### src/hw/rtl/gww_pkg.sv
// Shared types, constants and helpers for the greedy word wrap block.
package gww_pkg;

  localparam int CHAR_W     = 8;
  localparam int LW_W       = 6;
  localparam int WL_W       = 7;
  localparam int EXC_W      = 16;
  localparam int SLOTS      = 6;
  localparam int SLOT_W     = 3;
  localparam int QDEPTH     = 4;
  localparam int QPTR_W     = 2;
  localparam int QCNT_W     = 3;

  localparam logic [CHAR_W-1:0] CH_NL  = 8'd10;
  localparam logic [CHAR_W-1:0] CH_SP  = 8'd32;
  localparam logic [CHAR_W-1:0] CH_TAB = 8'd9;
  localparam logic [CHAR_W-1:0] CH_CR  = 8'd13;

  localparam logic KIND_CHAR = 1'b0;
  localparam logic KIND_HELD = 1'b1;

  typedef struct packed {
    logic              kind;
    logic [CHAR_W-1:0] ch;
    logic [WL_W-1:0]   len;
    logic              last;
    logic              eot;
    logic [EXC_W-1:0]  exc;
  } cmd_t;

  function automatic cmd_t mk_char(input logic [CHAR_W-1:0] c);
    cmd_t r;
    r      = '0;
    r.kind = KIND_CHAR;
    r.ch   = c;
    return r;
  endfunction

  function automatic cmd_t mk_held(input logic [WL_W-1:0] n);
    cmd_t r;
    r      = '0;
    r.kind = KIND_HELD;
    r.len  = n;
    return r;
  endfunction

  function automatic logic [LW_W-1:0] eff_width(input logic [LW_W-1:0] lw,
                                                input logic [LW_W-1:0] maxw);
    logic [LW_W-1:0] r;
    if (lw == '0) begin
      r = LW_W'(1);
    end else if (lw > maxw) begin
      r = maxw;
    end else begin
      r = lw;
    end
    return r;
  endfunction

endpackage

### src/hw/rtl/gww_ram.sv
// Generic single-write, single-read RAM with registered read data.
module gww_ram #(
  parameter int WIDTH = 8,
  parameter int DEPTH = 64
) (
  input  logic                     clk,
  input  logic                     wr_en,
  input  logic [$clog2(DEPTH)-1:0] wr_addr,
  input  logic [WIDTH-1:0]         wr_data,
  input  logic                     rd_en,
  input  logic [$clog2(DEPTH)-1:0] rd_addr,
  output logic [WIDTH-1:0]         rd_data
);

  logic [WIDTH-1:0] mem [DEPTH];
  logic [WIDTH-1:0] rd_data_r;

  always_ff @(posedge clk) begin
    if (wr_en) begin
      mem[wr_addr] <= wr_data;
    end
    if (rd_en) begin
      rd_data_r <= mem[rd_addr];
    end
  end

  assign rd_data = rd_data_r;

endmodule

### src/hw/rtl/gww_queue.sv
// Short command queue between the classifier and the emitter.
module gww_queue
  import gww_pkg::*;
(
  input  logic clk,
  input  logic rst_n,
  input  logic push,
  input  cmd_t push_data,
  input  logic pop,
  output cmd_t head,
  output logic empty,
  output logic full
);

  cmd_t              mem_r [QDEPTH];
  logic [QPTR_W-1:0] wp_r, wp_nxt;
  logic [QPTR_W-1:0] rp_r, rp_nxt;
  logic [QCNT_W-1:0] cnt_r, cnt_nxt;
  logic              do_push, do_pop;

  assign empty   = (cnt_r == '0);
  assign full    = (cnt_r == QCNT_W'(QDEPTH));
  assign head    = mem_r[rp_r];
  assign do_push = push && !full;
  assign do_pop  = pop && !empty;

  always_comb begin
    wp_nxt  = do_push ? wp_r + 1'b1 : wp_r;
    rp_nxt  = do_pop ? rp_r + 1'b1 : rp_r;
    cnt_nxt = cnt_r + QCNT_W'(do_push) - QCNT_W'(do_pop);
  end

  always_ff @(posedge clk) begin
    if (!rst_n) begin
      wp_r  <= '0;
      rp_r  <= '0;
      cnt_r <= '0;
    end else begin
      wp_r  <= wp_nxt;
      rp_r  <= rp_nxt;
      cnt_r <= cnt_nxt;
    end
    if (do_push) begin
      mem_r[wp_r] <= push_data;
    end
  end

endmodule

### src/hw/rtl/gww_front.sv
// Front end: takes input beats, tracks line and word state, buffers word
// characters and turns each beat into a short list of output commands.
module gww_front
  import gww_pkg::*;
#(
  parameter int MAX_LINE_WIDTH    = 60,
  parameter int WORD_BUFFER_DEPTH = 64
) (
  input  logic                                 clk,
  input  logic                                 rst_n,
  input  logic                                 in_valid,
  output logic                                 in_stall,
  input  logic [CHAR_W-1:0]                    in_char,
  input  logic                                 in_end_of_input,
  input  logic                                 cfg_valid,
  output logic                                 cfg_ready,
  input  logic [LW_W-1:0]                      cfg_line_width,
  output logic                                 q_push,
  output cmd_t                                 q_data,
  input  logic                                 q_full,
  input  logic                                 held_done,
  output logic                                 wr_en,
  output logic [$clog2(WORD_BUFFER_DEPTH)-1:0] wr_addr,
  output logic [CHAR_W-1:0]                    wr_data
);

  localparam int AW = $clog2(WORD_BUFFER_DEPTH);
  localparam logic [LW_W-1:0] MAXW = LW_W'(MAX_LINE_WIDTH);

  logic [LW_W-1:0]   lw_r, lw_nxt;
  logic [LW_W-1:0]   rs_r, rs_nxt;
  logic [WL_W-1:0]   wl_r, wl_nxt;
  logic              strm_r, strm_nxt;
  logic              stt_r, stt_nxt;
  logic              inw_r, inw_nxt;
  logic [1:0]        nlr_r, nlr_nxt;
  logic [EXC_W-1:0]  exc_r, exc_nxt;
  cmd_t              sl_r [SLOTS];
  cmd_t              sl_nxt [SLOTS];
  logic [SLOT_W-1:0] cnt_r, cnt_nxt;
  logic [SLOT_W-1:0] idx_r, idx_nxt;
  logic [1:0]        held_r, held_nxt;

  logic              blank, wr_needed, list_busy, accept, cfg_wr;
  logic [LW_W-1:0]   w, cfg_w;

  // per-beat working copies
  logic [LW_W-1:0]   rs;
  logic [WL_W-1:0]   wl;
  logic              strm, stt, inw, fin, has_held;
  logic [1:0]        nlr;
  logic [EXC_W-1:0]  exc;
  logic [SLOT_W-1:0] n;
  cmd_t              b [SLOTS];
  logic [WL_W-1:0]   w7;

  assign w         = eff_width(lw_r, MAXW);
  assign cfg_w     = eff_width(cfg_line_width, MAXW);
  assign w7        = {1'b0, w};
  assign blank     = ((in_char >= CH_TAB) && (in_char <= CH_CR)) || (in_char == CH_SP);
  assign wr_needed = !blank && !(inw_r && strm_r);
  assign list_busy = (idx_r != cnt_r);
  assign in_stall  = list_busy || ((held_r != '0) && wr_needed);
  assign accept    = in_valid && !in_stall;
  assign cfg_ready = 1'b1;
  assign cfg_wr    = cfg_valid && cfg_ready;
  assign q_push    = list_busy && !q_full;
  assign q_data    = sl_r[idx_r];

  always_comb begin
    rs       = rs_r;
    wl       = wl_r;
    strm     = strm_r;
    stt      = stt_r;
    inw      = inw_r;
    nlr      = nlr_r;
    exc      = exc_r;
    n        = '0;
    has_held = 1'b0;
    wr_en    = 1'b0;
    wr_addr  = wl_r[AW-1:0];
    wr_data  = in_char;
    for (int k = 0; k < SLOTS; k++) begin
      b[k] = '0;
    end
    fin = (blank && inw_r) || (!blank && in_end_of_input);

    if (blank) begin
      if (inw_r) begin
        nlr = (in_char == CH_NL) ? 2'd1 : 2'd0;
      end else if (stt_r && (in_char == CH_NL) && (nlr_r != 2'd2)) begin
        nlr = nlr_r + 2'd1;
      end
    end else begin
      if (!inw) begin
        if (stt && (nlr == 2'd2)) begin
          b[n] = mk_char(CH_NL); n = n + 1'b1;
          b[n] = mk_char(CH_NL); n = n + 1'b1;
          rs = w;
        end
        nlr  = '0;
        stt  = 1'b1;
        inw  = 1'b1;
        wl   = '0;
        strm = 1'b0;
      end
      if (strm) begin
        b[n] = mk_char(in_char); n = n + 1'b1;
      end else begin
        wr_en   = accept;
        wr_addr = wl[AW-1:0];
        if (wl != '1) begin
          wl = wl + 1'b1;
        end
        if (wl > w7) begin
          if (exc != '1) exc = exc + 1'b1;
          if (rs != w) begin
            b[n] = mk_char(CH_NL); n = n + 1'b1;
          end
          b[n] = mk_held(wl); n = n + 1'b1;
          has_held = 1'b1;
          strm = 1'b1;
        end
      end
    end

    if (fin) begin
      if (strm) begin
        b[n] = mk_char(CH_NL); n = n + 1'b1;
        rs = w;
      end else begin
        has_held = 1'b1;
        if (rs == w) begin
          if (wl >= w7) begin
            if ((wl > w7) && (exc != '1)) exc = exc + 1'b1;
            b[n] = mk_held(wl);    n = n + 1'b1;
            b[n] = mk_char(CH_NL); n = n + 1'b1;
            rs = w;
          end else begin
            b[n] = mk_held(wl); n = n + 1'b1;
            rs = LW_W'(w7 - wl);
          end
        end else if (wl > w7) begin
          if (exc != '1) exc = exc + 1'b1;
          b[n] = mk_char(CH_NL); n = n + 1'b1;
          b[n] = mk_held(wl);    n = n + 1'b1;
          b[n] = mk_char(CH_NL); n = n + 1'b1;
          rs = w;
        end else if ((wl + 1'b1) > {1'b0, rs}) begin
          b[n] = mk_char(CH_NL); n = n + 1'b1;
          b[n] = mk_held(wl);    n = n + 1'b1;
          rs = LW_W'(w7 - wl);
        end else begin
          b[n] = mk_char(CH_SP); n = n + 1'b1;
          b[n] = mk_held(wl);    n = n + 1'b1;
          rs = rs - wl[LW_W-1:0] - 1'b1;
        end
      end
      wl   = '0;
      strm = 1'b0;
      inw  = 1'b0;
    end

    if (in_end_of_input) begin
      if (!fin && stt && (nlr == 2'd2)) begin
        b[n] = mk_char(CH_NL); n = n + 1'b1;
        b[n] = mk_char(CH_NL); n = n + 1'b1;
      end
      b[n]     = mk_char(CH_NL);
      b[n].eot = 1'b1;
      b[n].exc = exc;
      n        = n + 1'b1;
      rs   = w;
      wl   = '0;
      strm = 1'b0;
      stt  = 1'b0;
      inw  = 1'b0;
      nlr  = '0;
      exc  = '0;
    end

    if (n != '0) begin
      b[n - 1'b1].last = 1'b1;
    end
  end

  always_comb begin
    lw_nxt   = lw_r;
    rs_nxt   = rs_r;
    wl_nxt   = wl_r;
    strm_nxt = strm_r;
    stt_nxt  = stt_r;
    inw_nxt  = inw_r;
    nlr_nxt  = nlr_r;
    exc_nxt  = exc_r;
    sl_nxt   = sl_r;
    cnt_nxt  = cnt_r;
    idx_nxt  = q_push ? idx_r + 1'b1 : idx_r;
    held_nxt = held_r - 2'(held_done);
    if (accept) begin
      rs_nxt   = rs;
      wl_nxt   = wl;
      strm_nxt = strm;
      stt_nxt  = stt;
      inw_nxt  = inw;
      nlr_nxt  = nlr;
      exc_nxt  = exc;
      sl_nxt   = b;
      cnt_nxt  = n;
      idx_nxt  = '0;
      held_nxt = held_r - 2'(held_done) + 2'(has_held && (n != '0));
    end
    if (cfg_wr) begin
      lw_nxt = cfg_line_width;
      if (rs_r > cfg_w) begin
        rs_nxt = cfg_w;
      end
    end
  end

  always_ff @(posedge clk) begin
    if (!rst_n) begin
      lw_r   <= MAXW;
      rs_r   <= MAXW;
      wl_r   <= '0;
      strm_r <= 1'b0;
      stt_r  <= 1'b0;
      inw_r  <= 1'b0;
      nlr_r  <= '0;
      exc_r  <= '0;
      cnt_r  <= '0;
      idx_r  <= '0;
      held_r <= '0;
    end else begin
      lw_r   <= lw_nxt;
      rs_r   <= rs_nxt;
      wl_r   <= wl_nxt;
      strm_r <= strm_nxt;
      stt_r  <= stt_nxt;
      inw_r  <= inw_nxt;
      nlr_r  <= nlr_nxt;
      exc_r  <= exc_nxt;
      cnt_r  <= cnt_nxt;
      idx_r  <= idx_nxt;
      held_r <= held_nxt;
    end
    sl_r <= sl_nxt;
  end

endmodule

### src/hw/rtl/gww_back.sv
// Back end: runs queued commands, reading held words out of the buffer,
// and drives the registered output channel.
module gww_back
  import gww_pkg::*;
#(
  parameter int WORD_BUFFER_DEPTH = 64
) (
  input  logic                                 clk,
  input  logic                                 rst_n,
  input  cmd_t                                 q_head,
  input  logic                                 q_empty,
  output logic                                 q_pop,
  output logic                                 held_done,
  output logic                                 rd_en,
  output logic [$clog2(WORD_BUFFER_DEPTH)-1:0] rd_addr,
  input  logic [CHAR_W-1:0]                    rd_data,
  output logic                                 out_valid,
  input  logic                                 out_stall,
  output logic [CHAR_W-1:0]                    out_char,
  output logic                                 out_last_of_run,
  output logic                                 out_end_of_text,
  output logic [EXC_W-1:0]                     out_exceed_count
);

  localparam int AW = $clog2(WORD_BUFFER_DEPTH);

  logic [WL_W-1:0]   pos_r, pos_nxt;
  logic              mid_valid_r, mid_valid_nxt;
  logic              mid_ram_r;
  logic [CHAR_W-1:0] mid_ch_r;
  logic              mid_last_r, mid_eot_r;
  logic [EXC_W-1:0]  mid_exc_r;
  logic              out_valid_r, out_valid_nxt;
  logic [CHAR_W-1:0] out_char_r;
  logic              out_last_r, out_eot_r;
  logic [EXC_W-1:0]  out_exc_r;

  logic              out_load, mid_take, issue, is_held, held_end;

  assign out_load  = mid_valid_r && (!out_valid_r || !out_stall);
  assign mid_take  = !mid_valid_r || out_load;
  assign issue     = !q_empty && mid_take;
  assign is_held   = (q_head.kind == KIND_HELD);
  assign held_end  = (pos_r == q_head.len - 1'b1);
  assign q_pop     = issue && (!is_held || held_end);
  assign held_done = issue && is_held && held_end;
  assign rd_en     = issue && is_held;
  assign rd_addr   = pos_r[AW-1:0];

  always_comb begin
    pos_nxt = pos_r;
    if (issue && is_held) begin
      pos_nxt = held_end ? '0 : pos_r + 1'b1;
    end
    mid_valid_nxt = issue ? 1'b1 : (out_load ? 1'b0 : mid_valid_r);
    out_valid_nxt = out_load ? 1'b1 : (out_stall ? out_valid_r : 1'b0);
  end

  always_ff @(posedge clk) begin
    if (!rst_n) begin
      pos_r       <= '0;
      mid_valid_r <= 1'b0;
      out_valid_r <= 1'b0;
    end else begin
      pos_r       <= pos_nxt;
      mid_valid_r <= mid_valid_nxt;
      out_valid_r <= out_valid_nxt;
    end
    if (issue) begin
      mid_ram_r  <= is_held;
      mid_ch_r   <= q_head.ch;
      mid_last_r <= q_head.last && (!is_held || held_end);
      mid_eot_r  <= q_head.eot;
      mid_exc_r  <= q_head.exc;
    end
    if (out_load) begin
      out_char_r <= mid_ram_r ? rd_data : mid_ch_r;
      out_last_r <= mid_last_r;
      out_eot_r  <= mid_eot_r;
      out_exc_r  <= mid_exc_r;
    end
  end

  assign out_valid        = out_valid_r;
  assign out_char         = out_char_r;
  assign out_last_of_run  = out_last_r;
  assign out_end_of_text  = out_eot_r;
  assign out_exceed_count = out_exc_r;

endmodule

### src/hw/rtl/greedy_word_wrap.sv
// Greedy word wrap: re-flows a byte stream of text to a configured line width.
//
// Input channel (in_valid / in_stall): one text byte per beat, with
// in_end_of_input marking the last byte of a text. Output channel
// (out_valid / out_stall): one output byte per beat; out_last_of_run marks
// the last byte caused by an input beat, out_end_of_text the final newline,
// which also carries out_exceed_count. Config port (cfg_valid / cfg_ready,
// always ready) sets the line width; write it between beats only.
// Each input beat is classified and expands to up to 5 queued commands,
// pushed one per cycle while the queue is not full; in_stall stays high
// until all are pushed. The back end emits one byte per cycle while the
// receiver does not stall, a held word taking one buffer read per byte.
// With nothing queued ahead, a beat's first byte passes the command list,
// the queue, the middle register and the output register. A byte that must
// go into the word buffer waits while an earlier word is still read out.
// Reset is synchronous: width returns to MAX_LINE_WIDTH, all text state
// clears. The word buffer has no reset. When the receiver stalls, the
// output register holds, the queue fills and then in_stall rises.
module greedy_word_wrap
  import gww_pkg::*;
#(
  parameter int MAX_LINE_WIDTH    = 60,
  parameter int WORD_BUFFER_DEPTH = 64
) (
  input  logic              clk,
  input  logic              rst_n,
  input  logic              in_valid,
  output logic              in_stall,
  input  logic [CHAR_W-1:0] in_char,
  input  logic              in_end_of_input,
  output logic              out_valid,
  input  logic              out_stall,
  output logic [CHAR_W-1:0] out_char,
  output logic              out_last_of_run,
  output logic              out_end_of_text,
  output logic [EXC_W-1:0]  out_exceed_count,
  input  logic              cfg_valid,
  output logic              cfg_ready,
  input  logic [LW_W-1:0]   cfg_line_width
);

  localparam int AW = $clog2(WORD_BUFFER_DEPTH);

  logic              q_push, q_pop, q_empty, q_full, held_done;
  cmd_t              q_data, q_head;
  logic              wr_en, rd_en;
  logic [AW-1:0]     wr_addr, rd_addr;
  logic [CHAR_W-1:0] wr_data, rd_data;

  gww_front #(
    .MAX_LINE_WIDTH   (MAX_LINE_WIDTH),
    .WORD_BUFFER_DEPTH(WORD_BUFFER_DEPTH)
  ) u_front (
    .clk            (clk),
    .rst_n          (rst_n),
    .in_valid       (in_valid),
    .in_stall       (in_stall),
    .in_char        (in_char),
    .in_end_of_input(in_end_of_input),
    .cfg_valid      (cfg_valid),
    .cfg_ready      (cfg_ready),
    .cfg_line_width (cfg_line_width),
    .q_push         (q_push),
    .q_data         (q_data),
    .q_full         (q_full),
    .held_done      (held_done),
    .wr_en          (wr_en),
    .wr_addr        (wr_addr),
    .wr_data        (wr_data)
  );

  gww_queue u_queue (
    .clk      (clk),
    .rst_n    (rst_n),
    .push     (q_push),
    .push_data(q_data),
    .pop      (q_pop),
    .head     (q_head),
    .empty    (q_empty),
    .full     (q_full)
  );

  gww_ram #(
    .WIDTH(CHAR_W),
    .DEPTH(WORD_BUFFER_DEPTH)
  ) u_word_buf (
    .clk    (clk),
    .wr_en  (wr_en),
    .wr_addr(wr_addr),
    .wr_data(wr_data),
    .rd_en  (rd_en),
    .rd_addr(rd_addr),
    .rd_data(rd_data)
  );

  gww_back #(
    .WORD_BUFFER_DEPTH(WORD_BUFFER_DEPTH)
  ) u_back (
    .clk             (clk),
    .rst_n           (rst_n),
    .q_head          (q_head),
    .q_empty         (q_empty),
    .q_pop           (q_pop),
    .held_done       (held_done),
    .rd_en           (rd_en),
    .rd_addr         (rd_addr),
    .rd_data         (rd_data),
    .out_valid       (out_valid),
    .out_stall       (out_stall),
    .out_char        (out_char),
    .out_last_of_run (out_last_of_run),
    .out_end_of_text (out_end_of_text),
    .out_exceed_count(out_exceed_count)
  );

endmodule
### config.mk
export PLATFORM = sky130hd
export DESIGN_NAME = greedy_word_wrap
export DESIGN_NICKNAME = d
export VERILOG_FILES = /design/src/hw/rtl/gww_pkg.sv /design/src/hw/rtl/gww_ram.sv /design/src/hw/rtl/gww_queue.sv /design/src/hw/rtl/gww_front.sv /design/src/hw/rtl/gww_back.sv /design/src/hw/rtl/greedy_word_wrap.sv
export SDC_FILE = /design/constraint.sdc
export NUM_CORES = 1
export LEC_CHECK = 0
export ABC_AREA = 1
export BUFFER_PORTS_ARGS = -buffer_cell sky130_fd_sc_hd__buf_2
export CORE_UTILIZATION = 46
export CTS_CLUSTER_DIAMETER = 80
export CTS_CLUSTER_SIZE = 25
export DETAILED_ROUTE_END_ITERATION = 6
export PLACE_DENSITY_LB_ADDON = 0.15
export SLEW_MARGIN = 15
export SYNTH_ARGS = -nofsm -noshare
export SYNTH_HDL_FRONTEND = slang
export SYNTH_HIERARCHICAL = 1
export SYNTH_SLANG_ARGS = --single-unit
### constraint.sdc
create_clock -name clk -period 12.1 [get_ports clk]
set_input_delay 1.21 -clock clk [delete_from_list [all_inputs] [get_ports clk]]
set_output_delay 1.21 -clock clk [all_outputs]
set_load 0.02 [all_outputs]
* Word-level counts from Yosys, hierarchy flattened
Memories as Yosys holds them, arrays and structs flattened. A register that Yosys moved wholly into a read port is not among the register bits. Cells that the tools add are included. Widths: inputs -> output; s select.
Word-level totals: register bits 321, bits in writable memories 648, output and inout port bits 29, word-level logic and storage cells 374, memories kept 2
Memory list:
- u_word_buf.mem | depth 64, width 8, read ports 1, clocked after Yosys merged registers in 1, wr ports 1, line gww_ram.sv:15 | logic [WIDTH-1:0] mem [DEPTH];
- u_queue.mem_r | depth 4, width 34, read ports 1, clocked after Yosys merged registers in 1, wr ports 1, line gww_queue.sv:15 | cmd_t mem_r [QDEPTH];
Cells by class: $add $sub $neg 26, magnitude comparators 28, equality and inequality tests 15, muxes and demuxes 150, bitwise logic cells 35, reduce and logical (&&, ||, !) cells 56
Operators by type and width (number):
- $mux 204 | 17
- $bwmux 204 | 8
- $and 192x192->192 | 7
- $not 192->192 | 7
- $demux 34 s3 | 11
- $mux 34 | 10
- $mux 16 | 13
- $and 198x198->198 | 1
- $not 198->198 | 1
- $mux 68 | 2
- $mux 6 | 20
- $bmux 34 s3 | 1
- $or 12x12->12 | 7
- $mux 7 | 10
- $mux 63 | 1
- $mux 3 | 17
- $ge 4x4->1 const B | 10
- $not 3->4 | 10
- $lt 4x1->1 const B | 9
- $add 16x1->16 const B | 2
- $logic_and 1x1->1 | 32
- $ne 16x16->1 const B | 2
- $mux 1 | 28
- $add 3x1->3 const B | 9
- other kinds (42) | 75

* Depth between registers and ports, before layout
depth in word-level cells 39, mapped depth 46, mapped depth without buffers 44

* Hierarchy
The synthesis kept the hierarchy.
Modules (own cells, without submodules):
- gww_ram | instances 1, cells each 1820, area each 21389.3 um^2, seq. area each 15615.0 um^2
- gww_front | instances 1, cells each 1863, area each 14675.3 um^2, seq. area each 6366.1 um^2
- gww_queue | instances 1, cells each 397, area each 5731.7 um^2, seq. area each 4264.1 um^2
- gww_back | instances 1, cells each 201, area each 2488.6 um^2, seq. area each 1771.7 um^2

* Least setup slack after synthesis
No wires, ideal clock.
path kind input to register, from in in_char[1], to mem u_word_buf.mem[40][0], enable pin, library setup time 0.281 ns, arrival time 7.320 ns, data required time 11.819 ns, slack 4.499 ns, stages 15, cells stage by stage nor2_1 nand2_1 nand4_1 nand2_1 nor2_2 clkbuf_1 o21ai_0 nand3_1 clkbuf_1 clkinv_1 nand2_1 inv_1 clkbuf_1 nand3_1 nor2_1
Between the ends: word-level cells in the longest chain between the ends 13, elaborated cells between the ends (all ways) 16
Ends and longest elaborated chain:
- start: declaration | line greedy_word_wrap.sv:29 | input logic [CHAR_W-1:0] in_char,
- $ge 8x4->1 or $le 8x4->1 (tied branches) | line gww_front.sv:60 | assign blank = ((in_char >= CH_TAB) && (in_char <= CH_CR)) || (in_char == CH_SP);
- $logic_and 1x1->1 | line gww_front.sv:60
- $logic_or 1x1->1 * | line gww_front.sv:60
- $logic_not 1->1 * | line gww_front.sv:61 | assign wr_needed = !blank && !(inw_r && strm_r);
- $logic_and 1x1->1 * | line gww_front.sv:61
- $logic_and 1x1->1 * | line gww_front.sv:63 | assign in_stall = list_busy || ((held_r != '0) && wr_needed);
- $logic_or 1x1->1 * | line gww_front.sv:63
- $logic_not 1->1 * | line gww_front.sv:64 | assign accept = in_valid && !in_stall;
- $logic_and 1x1->1 * | line gww_front.sv:64
- net u_front.accept | line gww_front.sv:44 | logic blank, wr_needed, list_busy, accept, cfg_wr;
- $mux 1 * | line gww_front.sv:107 | if (strm) begin
- $mux 1 * | line gww_front.sv:88 | if (blank) begin
- net wr_en | line greedy_word_wrap.sv:46 | logic wr_en, rd_en;
- $mux 1 * | line gww_ram.sv:19 | if (wr_en) begin
- $mux 1 (not written as such) * | line gww_ram.sv:20 | mem[wr_addr] <= wr_data;
- end: declaration | line gww_ram.sv:15
The timed path passes the listed nets; every way through them passes the cells marked *.

* Worst setup path in the final report
from in in_char[7], to reg u_front.held_r[1]
Between the ends: word-level cells in the longest chain between the ends 21, elaborated cells between the ends (all ways) 54
Ends and longest elaborated chain:
- $ge 8x4->1 or $le 8x4->1 (tied branches) | line gww_front.sv:60
- $logic_and 1x1->1 | line gww_front.sv:60
- $logic_or 1x1->1 | line gww_front.sv:60
- $mux 3 | line gww_front.sv:88
- $add 3x1->3 (2 in series)
- $add 3x1->3 | line gww_front.sv:147 | b[n] = mk_char(CH_NL); n = n + 1'b1;
- $mux 3 | line gww_front.sv:143 | end else if (wl > w7) begin
- $mux 3 | line gww_front.sv:133 | if (rs == w) begin
- [4 not listed]
- $mux 3 | line gww_front.sv:165 | if (!fin && stt && (nlr == 2'd2)) begin
- $mux 3 | line gww_front.sv:164 | if (in_end_of_input) begin
- $add 3x1->3 | line gww_front.sv:172 | n = n + 1'b1;
- $mux 3 | line gww_front.sv:164
- $reduce_bool 3->1 | line gww_front.sv:211 | held_nxt = held_r - 2'(held_done) + 2'(has_held && (n != '0));
- $logic_and 1x1->1 | line gww_front.sv:211
- $add 2x1->2 | line gww_front.sv:211
- $mux 2 * | line gww_front.sv:200 | if (accept) begin
- end signal: assignment | line gww_front.sv:245 | held_r <= held_nxt;
- end: declaration | line gww_front.sv:42 | logic [1:0] held_r, held_nxt;
Every way passes the cells marked *; elsewhere a longest branch is shown, timed or not. The select of a mux whose other input is x is not followed. A chain may end at the register's enable or synchronous reset.

==> impl_results.md <==
- Met3 WL: 7.42 mm
- Post-synth top area share: 60.3%
- Setup TNS Final: 0 ps
- Slew at the pin with the worst max-slew slack: 1100 ps
- Nets@finish: 4,309
- WL/cell: 20.8 um
- Initial antenna violation count: 0
- Setup violators final: 0
- Adder-Cell Fraction of Synth Area: 1.83%
- Number of routed nets with antenna violations: 0
- Vias: 30,500
- Clock tree buffer depth: 3
- Vias in the first global route: 28,200
- Grt ovf: 0
- FF-to-FF End: u_front/held_r[1]$_SDFF_PN0_
- Detailed placement HPWL: 73.2 mm
- Register area: 0.0280 mm^2
- Synth warnings: 6
- Worst-path maximum fanout: 66
- Max frequency: 111 MHz
- Area growth syn-to-layout: 5.87%
- Multi-input gate area: 0.0140 mm^2
- Clk slew on worst S/H paths: 100 ps
- Most common cell on crit path: ha_1
- DR vias/cell: 5.51
- Filler instances: 8,712
- Highest metal used: met4
- Starting DRT DRC Count: 3,111
- R2R Setup Slk: 4070 ps
- WHS Path Cells: 0
- PortBufs: 47
- Syn Inst Count: 4,281
- Post-synthesis cell type count: 76
- Placeable Area: 0.0952 mm^2
- Power density over the cells: 201 mW/mm^2
- Xor and xnor fraction of the mapped netlist area: 1.06%
- Most common cell after layout, fill and taps aside: nand2_1
- Most frequent cells in the layout: nand2_1 (1,047), edfxtp_1 (889), nand3_1 (536)
- Part of the Yosys area used for sequential elements: 63.3%
- Hold crit path type: reg -> reg
- Compound-Gate Fraction of Synth Area: 6.95%
- Share of cells above drive strength 1: 7.65%
- Worst skew pair latency: 680 ps
- MaxCap Viol Count: 0
- Combinational share of power: 30.6%
- Setup Buffers After CTS: 0
- Total die area: 0.0975 mm^2
- Syn Area/Cell: 10.3 um^2
- Largest area contributor in the netlist: edfxtp_1
- Hold Crit Start: u_back/mid_exc_r[1]$_DFFE_PP_
- Die Span X: 312 um
- Mux contribution to synthesized area: 0.203%
- Synth Area in Simple Gates: 21.3%
- Die Y: 312 um
- Net Switching: 3.42 mW
- Setup WS pre-CTS: 2510 ps
- Main combinational cell family by area after synthesis: simple AND/OR/NAND/NOR gates
- Clock share of power: 20.6%
- WL met2: 50.2 mm
- Synth area leaders: edfxtp_1 (60%), nand2_1 (8.9%), nand3_1 (6.1%)
- Pre-antenna DRT Iters: 6
- Hold Crit Endpoint: u_back/out_exceed_count[1]$_DFFE_PP_
- Mapped Area: 0.0443 mm^2
- Total track usage: 23.2%
- Hold Buf Count CTS: 0
- WL met1: 54.3 mm
- Internal power component: 5.99 mW
- CP max stage cell: o21ai_0
- Leakage power: 17.2 nW
- PostCTS Resize Cnt: 0
- Final GP Congestion: 0.935
- Critical path class: in -> reg
- Maximum vdd drop: 288 uV
- Slew HR: 26.2%
- Reg2reg start: u_front/inw_r$_SDFFE_PN0P_
- Fin crit share: 74.7%
- CTS H-tree depth: 2
- Final setup margin: 3070 ps
- TritonCTS Buffers: 49
- Row cnt: 113
- # clock sinks: 955
- Largest net degree at the start of global routing: 167
- Worst Clk Skew: 35.5 ps
- TritonCTS clock tree: built
- Crit path capture type: flop
- Drt drc: 0
- Primary FF master, synth: edfxtp_1
- Switching Fraction: 36.4%
- Root Buffer: clkbuf_16
- Starting Density: 46.5%
- Min Tclk post-route: 9030 ps
- Sequential cell fraction of total power: 48.8%
- First-pass GRT wire length: 174 mm
- Ys async rst share: 0%
- R2R cell count: 33
- Critical path's largest stage delay: 690 ps
- Outcome: completed
- Register bit total from synthesis: 955
- Crit path launch type: input pin
- RSZ-0062 raised after global routing: false
- Final wirelength: 115 mm
- Crit path required time: 12,720 ps
- Max-slew violations: 0
- Post-synth EDFFs: 889
- Final Hold Fails: 0
- WP data arrival: 9660 ps
- IO Pins: 49
state kept, by name, indices dropped and copies added (netlist names), 3 cells and up, named ones only:
name and count:
u_back/mid_ch_r 8, u_word_buf/mem 512, u_front/exc_r 16, u_queue/cnt_r 3
u_back/out_char 8, u_back/out_exceed_count 16, u_queue/mem_r 136, u_word_buf/rd_data 8
u_front/sl_r 180, u_front/wl_r 7, u_front/rs_r 6, u_front/idx_r 3
u_front/cnt_r 3, u_front/lw_r 6, u_back/pos_r 7, u_back/mid_exc_r 16
routing by layer:
| layer | up-vias | GRT usage (%) |
|---|---|---|
| met5 | - | 0 |
| met4 | 0 | 6.38 |
| met3 | 165 | 3.08 |
| met2 | 929 | 34.4 |
| met1 | 14800 | 35.7 |
| li1 | 14600 | - |
power groups by stage:
stage	sequential, mW	clock, mW	combinational, mW
6_report	4.59	1.94	2.88
5_1_grt	4.64	2.10	3.20
4_1_cts	4.60	2.00	2.88
3_5_place_dp	4.67	0	2.88
3_3_place_gp	4.66	0	2.86
2_1_floorplan	4.68	0	2.01
final cells by class:
type / instances / share of cell area, %
sequential: 955 / 59.8
multi-input combinational: 2845 / 29.8
tap: 1265 / 3.38
clock buffer: 69 / 2.88
inverter: 280 / 2.30
timing repair buffer: 95 / 1.30
clock inverter: 17 / 0.552
antenna: 1 / 0.00534
through the flow:
stage	cell area (um^2)	power (mW)	cells	hold WS [ps]	util [%]
final	46900	9.42	5527	426	49.3
after global routing	46900	9.95	5526	429	49.3
after CTS	46900	9.47	5526	427	49.3
after detailed placement	45300	7.55	5440	405	47.6
after global placement	45300	7.52	5440	401	47.6
after floorplan	44300	6.69	4298	400	-
worst max-delay path, delay by kind of cell:
family	cells	cell delay, ps
buffers and inverters	8	1960
AND/OR/NAND/NOR	11	1990
adder cells (fa/ha/maj)	6	1710
XOR/XNOR	1	200
AO/OA/AOI/OAI	9	2540
synth_stat cells (all sizes together) (5+ instances only):
cell       n
nand3    544
nand2   1070
nor2     483
o21a       6
a21boi     5
a211oi    13
a22oi      6
a21oi     85
o211ai     8
nor3      37
xor2      35
o21ai    288
or2        7
buf      153
clkbuf    65
nand4     29
o22ai     83
ha        60
dfxtp     66
mux2       8
o221ai     5
edfxtp   889
inv      276
xnor2     12
a31oi      5
kinds of logic (layout without fill, tap and decap cells):
family	after synthesis	after routing
AOI/OAI and AO/OA	524	524
other	2	20
DFF	955	955
xor gates and xnor gates	47	47
adders and majority gates	63	63
and+or+nand+nor	2184	2184
buffers and inverters	498	461
muxes	8	8
how the worst max path moves through the flow:
stage	from	endpoint	slack, ps	depth (start not counted)
3_3_place_gp	in_char[7]	u_front/held_r[1]$_SDFF_PN0_	2930	35
3_5_place_dp	in_char[7]	u_front/held_r[1]$_SDFF_PN0_	2510	35
6_report	in_char[7]	u_front/held_r[1]$_SDFF_PN0_	3070	35
5_1_grt	in_char[7]	u_front/held_r[1]$_SDFF_PN0_	2400	35
2_1_floorplan	in_char[1]	u_word_buf/mem[40][0]$_DFFE_PP_	4500	15
4_1_cts	in_char[7]	u_front/held_r[1]$_SDFF_PN0_	3200	35
Note: power is estimated with default switching activity, not from simulation.
